File: config.mk
export PLATFORM = sky130hd
export DESIGN_NAME = asl_controller
export DESIGN_NICKNAME = d
export VERILOG_FILES = /design/src/design/asl_pkg.sv /design/src/design/asl_controller.sv
export SDC_FILE = /design/constraint.sdc
export NUM_CORES = 1
export LEC_CHECK = 0
export ABC_AREA = 1
export ABC_CLOCK_PERIOD_IN_PS = 1450
export BUFFER_PORTS_ARGS = -buffer_cell sky130_fd_sc_hd__buf_2
export CAP_MARGIN = 20
export CORE_AREA = 4 4 41 43
export CTS_BUF_LIST = sky130_fd_sc_hd__clkbuf_2
export DETAILED_ROUTE_END_ITERATION = 7
export DIE_AREA = 0 0 45 47
export PLACE_DENSITY = 0.55
export RECOVER_POWER = 50
export SETUP_SLACK_MARGIN = 0.15
export SLEW_MARGIN = 20
export SYNTH_ARGS = -nofsm -noshare
export SYNTH_HDL_FRONTEND = slang
export SYNTH_SLANG_ARGS = --single-unit
File: constraint.sdc
create_clock -name i_clk -period 1.45 [get_ports i_clk]
set_input_delay 0.29 -clock i_clk [delete_from_list [all_inputs] [get_ports i_clk]]
set_output_delay 0.29 -clock i_clk [all_outputs]
set_load 0.005 [all_outputs]
File: src/design/asl_pkg.sv
// Shared types and constants of the averaging sample logger.
`timescale 1ns / 1ps

package asl_pkg;

    localparam int CHANNELS     = 4;
    localparam int SAMPLE_BITS  = 16;
    localparam int SUM_BITS     = 26;
    localparam int CFG_BITS     = 11;
    localparam int COUNT_BITS   = 10;
    localparam int RIDX_BITS    = 10;
    localparam int DIV_STEPS    = 26;
    localparam int DIV_CNT_BITS = 5;

    localparam logic [CFG_BITS-1:0] AVG_RESET      = 11'd20;
    localparam logic [CFG_BITS-1:0] AVG_MAX        = 11'd1024;
    localparam logic [CFG_BITS-1:0] LOG_SIZE_RESET = 11'd1024;

    typedef enum logic [1:0] {
        CMD_SAMPLE  = 2'd0,
        CMD_ENABLE  = 2'd1,
        CMD_DISABLE = 2'd2,
        CMD_READ    = 2'd3
    } t_cmd;

    typedef enum logic [0:0] {
        CFG_AVERAGE_COUNT = 1'b0,
        CFG_LOG_SIZE      = 1'b1
    } t_cfg_idx;

    typedef enum logic [2:0] {
        ST_IDLE,
        ST_EXEC,
        ST_DIV_LOAD,
        ST_DIV_RUN,
        ST_COMMIT,
        ST_RESULT
    } t_state;

    // Controller to datapath commands
    typedef struct packed {
        logic load_in;
        logic exec;
        logic div_load;
        logic div_step;
        logic commit;
        logic load_out;
    } t_dp_cmd;

    // Datapath to controller status
    typedef struct packed {
        t_cmd cmd;
        logic take;
        logic roll;
        logic div_done;
    } t_dp_status;

endpackage

File: src/design/asl_controller.sv
// Controller state machine: sequences each request and owns both handshakes.
`timescale 1ns / 1ps

module asl_controller (
    input  logic                i_clk,
    input  logic                i_rst_n,
    input  logic                i_in_valid,
    output logic                o_in_ready,
    output logic                o_out_valid,
    input  logic                i_out_ready,
    output asl_pkg::t_dp_cmd    o_cmd,
    input  asl_pkg::t_dp_status i_status
);
    import asl_pkg::*;

    t_state r_state;
    t_state n_state;
    logic   r_out_valid;

    always_ff @(posedge i_clk) begin
        if (!i_rst_n) begin
            r_state <= ST_IDLE;
        end else begin
            r_state <= n_state;
        end
    end

    always_comb begin
        n_state    = r_state;
        o_cmd      = '0;
        o_in_ready = 1'b0;
        unique case (r_state)
            ST_IDLE: begin
                o_in_ready = 1'b1;
                if (i_in_valid) begin
                    o_cmd.load_in = 1'b1;
                    n_state       = ST_EXEC;
                end
            end
            ST_EXEC: begin
                o_cmd.exec = 1'b1;
                if (i_status.cmd == CMD_SAMPLE && i_status.take && i_status.roll) begin
                    n_state = ST_DIV_LOAD;
                end else begin
                    n_state = ST_RESULT;
                end
            end
            ST_DIV_LOAD: begin
                o_cmd.div_load = 1'b1;
                n_state        = ST_DIV_RUN;
            end
            ST_DIV_RUN: begin
                o_cmd.div_step = 1'b1;
                if (i_status.div_done) begin
                    n_state = ST_COMMIT;
                end
            end
            ST_COMMIT: begin
                o_cmd.commit = 1'b1;
                n_state      = ST_RESULT;
            end
            ST_RESULT: begin
                if (!r_out_valid || i_out_ready) begin
                    o_cmd.load_out = 1'b1;
                    n_state        = ST_IDLE;
                end
            end
            default: begin
                n_state = ST_IDLE;
            end
        endcase
    end

    always_ff @(posedge i_clk) begin
        if (!i_rst_n) begin
            r_out_valid <= 1'b0;
        end else if (o_cmd.load_out) begin
            r_out_valid <= 1'b1;
        end else if (i_out_ready) begin
            r_out_valid <= 1'b0;
        end
    end

    assign o_out_valid = r_out_valid;

endmodule

; Word level (Yosys, flattened, before mapping)
; Index checks and enable logic that the tools add are counted.
[op_classes]
n_eq_ne = 8
mux = 16
reduce_logical = 8
[ops]
columns = op, count
row1 = $pmux 3 s6, 1
row2 = $mux 3, 4
row3 = $mux 1, 11
row4 = $eq 3x2->1 const B, 2
row5 = $eq 3x3->1 const B, 2
row6 = $ne 2x2->1 const B, 3
row7 = $eq 3x1->1 const B, 1
row8 = $logic_not 3->1, 1
row9 = $reduce_and 3->1, 1
row10 = $logic_and 1x1->1, 2
row11 = $logic_not 2->1, 1
row12 = $reduce_bool 2->1, 1
row13 = $logic_not 1->1, 1
row14 = $logic_or 1x1->1, 1
[word_totals]
ff_bits = 4
input_bits = 9
out_inout_bits = 8
wordCells = 34

; Depth between registers and ports, before layout
; Gate-level depths: netlist (run 1).
[depth]
ltp_word = 5
mapped_depth = 7
depth_no_buf = 7

; Least setup slack after synthesis (run 1)
; OpenSTA, ideal clock, no wires.
[synth_timing]
path_type = flip-flop to output port
from = register r_state[2]
to = output o_cmd[0] (netlist name)
t_arrival_ns = 0.722
required_ns = 1.160
slack_ns = 0.438
stages_incl_launch_ff = 3
n_path_buf = 0
path_cell_list = dfxtp_1 inv_4 nor3_2
[synth_rtl]
columns = element, line
row1 = start: declaration, asl_controller.sv:16  ; t_state r_state;
row2 = start signal: assignment, asl_controller.sv:24  ; r_state <= n_state;
row3 = end: declaration, asl_controller.sv:11  ; output asl_pkg::t_dp_cmd o_cmd,

==> impl_metrics.env, run 1 <==
export IMPL_rows=13
export IMPL_tightest_slew_ns=0.242
export IMPL_hold_viol=0
export IMPL_dp_cells=82
export IMPL_synth_area_per_cell_um2=5.96
export IMPL_cts_tree="done"
export IMPL_post_route_min_period_ns=1.32
export IMPL_synth_cell_area_um2=304
export IMPL_die_h_um=47
export IMPL_clock_sinks=4
export IMPL_setup_viol=0
export IMPL_wire_per_inst_um=8.78
export IMPL_p_leak_nw=0.272
export IMPL_grt_pass1_wl_um=1150
export IMPL_synth_common_cells="nand2_1 (13), inv_1 (12), nor2_1 (7), dfxtp_1 (4)"
export IMPL_synth_cell_types=15
export IMPL_port_buffers=16
export IMPL_antenna_found_initial=0
export IMPL_cts_buffers_inserted=3
export IMPL_synth_top_area_cell="dfxtp_1"
export IMPL_grtUsageTotal_pct=7.75
export IMPL_nets=82
export IMPL_cp_slowest_stage_delay_ns=0.36
export IMPL_fmax_ghz=0.760
export IMPL_drtIter0Drc=4
export IMPL_rsz0062_at_grt="true"
export IMPL_critPathKind="flip-flop to output port"
export IMPL_syn_inst=51
export IMPL_reg2reg_slack_ns=0.36
export IMPL_p_int_w=0.000265
export IMPL_ys_seq_area_share_pct=26.3
export IMPL_htree_levels=1
export IMPL_synth_top_area_share_pct=26.3
export IMPL_yosys_top_cells_area="dfxtp_1 (26%), nand2_1 (16%), inv_1 (15%), nor2_1 (8.6%), nand3_2 (6.6%)"
export IMPL_cp_max_fo=6
export IMPL_hp_class="input port to flip-flop"
export IMPL_switching_share_pct=38.2
export IMPL_slew_headroom_pct=83.8
export IMPL_p_comb_share_pct=41.6
export IMPL_design_core_area_um2=1300
export IMPL_ant_nets=0
export IMPL_async_flop_share_pct=0
export IMPL_crit_chain="inv_2, nand2_2, buf_4, nor2_1, buf_2"
export IMPL_gr_total_overflow=0
export IMPL_place_congestion=0.699
export IMPL_yosysMostFrequentCell="nand2_1"
export IMPL_crit_buf_inv=3
export IMPL_first_global_vias=298
export IMPL_drive_gt1_share_pct=43.7
export IMPL_finalClockSkew_ns=0.000971
export IMPL_status="completed"
export IMPL_holdWs_ns=0.349
export IMPL_power_density_nw_per_um2=992
export IMPL_drv_slew=0
export IMPL_finalCritPeriodShare_pct=90.7
export IMPL_syn_num_nets=60
export IMPL_clk_latency_ns=0.20
export IMPL_start_util_pct=23.4
export IMPL_crit_path_top_delay_cell="dfxtp_4"
export IMPL_drc_errors=0
export IMPL_area_growth_pct=42.0
export IMPL_hpwl_um=622
export IMPL_switchingPower_w=0.000164
export IMPL_dieArea_um2=2120
export IMPL_p_seq_share_pct=36.3
export IMPL_setup_tns_ns=0
export IMPL_clkSlewWorstSetupHoldPaths_ns=0.04
export IMPL_drv_cap=0
export IMPL_synth_warnings=0
export IMPL_vias=353
export IMPL_antenna_diode_count=0
export IMPL_worstSetupEndpointType="output port"
export IMPL_vias_per_cell=4.10
export IMPL_grt_max_degree=7
export IMPL_dr_pass1_iters=4
export IMPL_synth_seq_cells=4
export IMPL_synth_top_flop_cell="dfxtp_1"
export IMPL_path_delay_family="flip-flops"
export IMPL_die_width_um=45
export IMPL_io_pins=17
export IMPL_worstPathArrival_ns=1.03
export IMPL_cts_hold_buf=0
export IMPL_root_buffer="clkbuf_2"
export IMPL_start_kind="flip-flop"
export IMPL_final_cells=86
export IMPL_vdd_drop_max_uv=455
export IMPL_cts_buffer_depth=2
export IMPL_final_util_pct=33.2
export IMPL_pwr_share_clk_pct=22.2
export IMPL_synth_edf_count=0
export IMPL_postRouteWirelength_um=755
export IMPL_cp_data_required_time_ns=1.16
-- per-stage QoR --
step / worst slack (ns) / total power (W) / cell area [um^2]
global placement: 0.305 / 0.000324 / 403
detailed placement: 0.273 / 0.000325 / 403
CTS: 0.148 / 0.000434 / 429
global route: 0.0733 / 0.000470 / 432
floorplan: 0.438 / 0.000263 / 304
finish: 0.135 / 0.000428 / 432
-- flip-flops by register name (all words and copies together) (netlist names) --
| signal | count |
|---|---|
| r_state | 3 |
| o_out_valid | 1 |
-- cell type report --
class / instances / area, um^2
fill: 161 / 870
multi-input combinational: 34 / 168
sequential: 4 / 91.3
timing repair buffer: 17 / 87.6
inverter: 13 / 51.3
tap: 15 / 18.8
clock buffer: 3 / 15.0
-- path summary, 6_finish.rpt --
kind | cells past startpoint | startpoint | to
min | 2 | i_rst_n | o_out_valid$_SDFFE_PN0P_
max | 5 | r_state[1]$_SDFFE_PN0P_ | o_cmd[4]
max reg2reg | 8 | r_state[1]$_SDFFE_PN0P_ | r_state[0]$_SDFFE_PN0P_
min reg2reg | 3 | r_state[0]$_SDFFE_PN0P_ | r_state[0]$_SDFFE_PN0P_
-- power groups by stage --
stage | sequential (W) | combinational, W | clock, W
after global placement | 0.000151 | 0.000172 | 0
final | 0.000155 | 0.000178 | 0.0000950
after global routing | 0.000158 | 0.000204 | 0.000108
after floorplan | 0.000147 | 0.000115 | 0
after detailed placement | 0.000153 | 0.000173 | 0
after CTS | 0.000158 | 0.000174 | 0.000102
-- cell families after synthesis --
logic type | synth area share, %
compound gates | 10.3
flops | 26.3
buf+inv | 16.9
simple gates | 46.5
-- what timing repair did --
item,in CTS,in global routing
pin swaps,0,1
buffers inserted,0,1
endpoints found under the setup margin,5,4
cloned,0,0
resized for setup,6,3
-- layer usage --
| metal | GRT usage [%] | up-vias | share of wire, % |
|---|---|---|---|
| li1 | - | 195 | - |
| met1 | 8.88 | 147 | 45 |
| met2 | 11.6 | 11 | 48 |
| met3 | 4.60 | 0 | 6.8 |
| met4 | 3.51 | 0 | 0 |
| met5 | 0 | - | 0 |
-- cell usage in the layout, fill, tap and decap left out --
master | synthesis | final
a21oi_2 | 1 | 1
buf_2 | 0 | 16
buf_4 | 0 | 1
clkbuf_2 | 0 | 3
dfxtp_1 | 4 | 1
dfxtp_4 | 0 | 3
inv_1 | 12 | 11
inv_2 | 0 | 1
inv_4 | 1 | 1
nand2_1 | 13 | 12
nand2_2 | 1 | 2
nand3_1 | 2 | 3
nand3_2 | 2 | 1
nand3b_1 | 1 | 1
nor2_1 | 7 | 8
nor2_2 | 2 | 1
nor3_2 | 1 | 1
o21a_1 | 1 | 1
o21ai_0 | 2 | 2
o21ai_1 | 1 | 1
Note: power is estimated with default switching activity, not from simulation.
==> inputs of run 2 (changes only) <==
SETUP_SLACK_MARGIN = unset   (was 0.15)
==> run 2 against run 1 <==
Flip-flop and latch count unchanged. Global-route usage shrank 0.079 points. Combinational power shrank 7%. Non-clock buffer count fell by 1. Via count shrank 3.4%. Cell count shrank 1.2%. Clock skew hardly changed. Hold slack got worse by 0.0018 ns. Sequential power fell by 3%. Critical path depth is 1 lower. First-iteration DRC count up 75%. Cell area shrank 4.9%. Critical path type unchanged.
==> impl_metrics.env, run 2 (synthesis gave the netlist of run 1 again) <==
export IMPL_status="completed"
export IMPL_regMostFlops="r_state"
export IMPL_clock_sinks=4
export IMPL_antenna_diode_count=0
export IMPL_clk_latency_ns=0.20
export IMPL_cp_common_cell="nor2_1"
export IMPL_area_growth_pct=35.0
export IMPL_power_density_nw_per_um2=996
export IMPL_hp_class="input port to flip-flop"
export IMPL_grt_pass1_wl_um=1130
export IMPL_postRouteWirelength_um=721
export IMPL_vdd_drop_max_uv=423
export IMPL_final_cells=85
export IMPL_cts_buffers_inserted=3
export IMPL_rsz0062_at_grt="false"
export IMPL_drtIter0Drc=7
export IMPL_antenna_found_initial=0
export IMPL_hold_viol=0
export IMPL_crit_buf_inv=1
export IMPL_final_cell_mix="buf_2 (16), inv_1 (13), nand2_1 (13)"
export IMPL_final_util_pct=31.5
export IMPL_worstSetupEndpointType="output port"
export IMPL_path_delay_family="simple AND/OR/NAND/NOR gates"
export IMPL_ant_nets=0
export IMPL_io_pins=17
export IMPL_cts_setup_buffers=0
export IMPL_vias_per_cell=4.01
export IMPL_tightest_slew_ns=0.223
export IMPL_slew_headroom_pct=85.1
export IMPL_cts_tree="done"
export IMPL_grt_max_degree=7
export IMPL_dr_pass1_iters=2
export IMPL_place_congestion=0.699
export IMPL_dp_cells=82
export IMPL_crit_chain="nor2_1, nand2_1, nor2_1, buf_2"
export IMPL_worstPathArrival_ns=1.07
export IMPL_cp_max_fo=6
export IMPL_crit_path_top_delay_cell="dfxtp_1"
export IMPL_drive_gt1_share_pct=37.1
export IMPL_root_buffer="clkbuf_2"
export IMPL_start_kind="flip-flop"
export IMPL_gr_total_overflow=0
export IMPL_clkSlewWorstSetupHoldPaths_ns=0.04
export IMPL_post_route_min_period_ns=1.36
export IMPL_drv_cap=0
export IMPL_finalCritPeriodShare_pct=93.6
export IMPL_hpwl_um=622
export IMPL_port_buffers=16
export IMPL_cp_slowest_stage_delay_ns=0.35
export IMPL_setup_viol=0
export IMPL_holdWs_ns=0.348
export IMPL_dieArea_um2=2120
export IMPL_fmax_ghz=0.737
export IMPL_nets=81
export IMPL_fillerInstances=159
export IMPL_critPathKind="flip-flop to output port"
export IMPL_design_core_area_um2=1300
export IMPL_die_h_um=47
export IMPL_setup_tns_ns=0
export IMPL_p_leak_nw=0.264
export IMPL_wire_per_inst_um=8.48
export IMPL_die_width_um=45
export IMPL_finalClockSkew_ns=0.00129
export IMPL_cts_buffer_depth=2
export IMPL_rows=13
export IMPL_drv_slew=0
export IMPL_final_common_cell="buf_2"
export IMPL_cp_data_required_time_ns=1.16
export IMPL_drc_errors=0
export IMPL_grtUsageTotal_pct=7.67
export IMPL_largest_reg_flops=3
export IMPL_first_global_vias=292
export IMPL_power_total_w=0.000409
export IMPL_htree_levels=1
export IMPL_start_util_pct=23.4
export IMPL_vias=341
[run 2: cell count changes in the layout (fill, tap and decap cells not counted)]
cell and delta:
inv_1 +2, inv_2 -1, dfxtp_2 +2, dfxtp_1 +1, nand2_1 +1, inv_4 -1, nand2_2 -1, dfxtp_4 -3
buf_4 -1
[run 2: path summary, 6_finish.rpt]
| kind | startpoint | endpoint | slack, ns | cells after the start |
|---|---|---|---|---|
| hold / removal | i_rst_n | o_out_valid$_SDFFE_PN0P_ | 0.35 | 2 |
| setup / recovery | r_state[1]$_SDFFE_PN0P_ | o_cmd[5] | 0.09 | 4 |
| setup reg to reg | r_state[1]$_SDFFE_PN0P_ | r_state[2]$_SDFFE_PN0P_ | 0.34 | 7 |
| hold reg to reg | r_state[0]$_SDFFE_PN0P_ | r_state[0]$_SDFFE_PN0P_ | 0.58 | 3 |
[run 2: per-stage QoR]
| step | cell area (um^2) | setup slack [ns] |
|---|---|---|
| 3_3_place_gp | 403 | 0.305 |
| 5_1_grt | 410 | 0.0114 |
| 3_5_place_dp | 403 | 0.273 |
| 2_1_floorplan | 304 | 0.438 |
| 4_1_cts | 418 | 0.0457 |
| 6_report | 410 | 0.0929 |
[run 2: what timing repair did]
| action | 4_1_cts | 5_1_grt |
|---|---|---|
| hold buffers | 0 | 0 |
| gates resized for setup | 0 | 2 |
| endpoints found under the setup margin | 0 | 1 |
[run 2: area by class of cell]
type                            count  area [um^2]  area share [%]
Clock buffer                        3         15.0            3.66
Inverter                           13         48.8            11.9
Multi-Input combinational cell     34          165            40.2
Sequential cell                     4         82.6            20.1
Tap cell                           15         18.8            4.57
Timing Repair Buffer               16         80.1            19.5
[run 2: where the power goes]
group / leakage (nW) / switching (W) / internal, W / total, W
combinational: 0.219 / 0.0000962 / 0.0000687 / 0.000165
clock: 0.0125 / 0.0000388 / 0.0000555 / 0.0000943
sequential: 0.0334 / 0.0000211 / 0.000129 / 0.000150
[run 2: layer usage]
layer / wire, um / global-route usage [%] / share of wire [%]
met4: 0 / 3.51 / 0
met3: 52 / 4.60 / 7.2
met1: 344 / 8.88 / 48
met2: 324 / 11.3 / 45
met5: 0 / 0 / 0
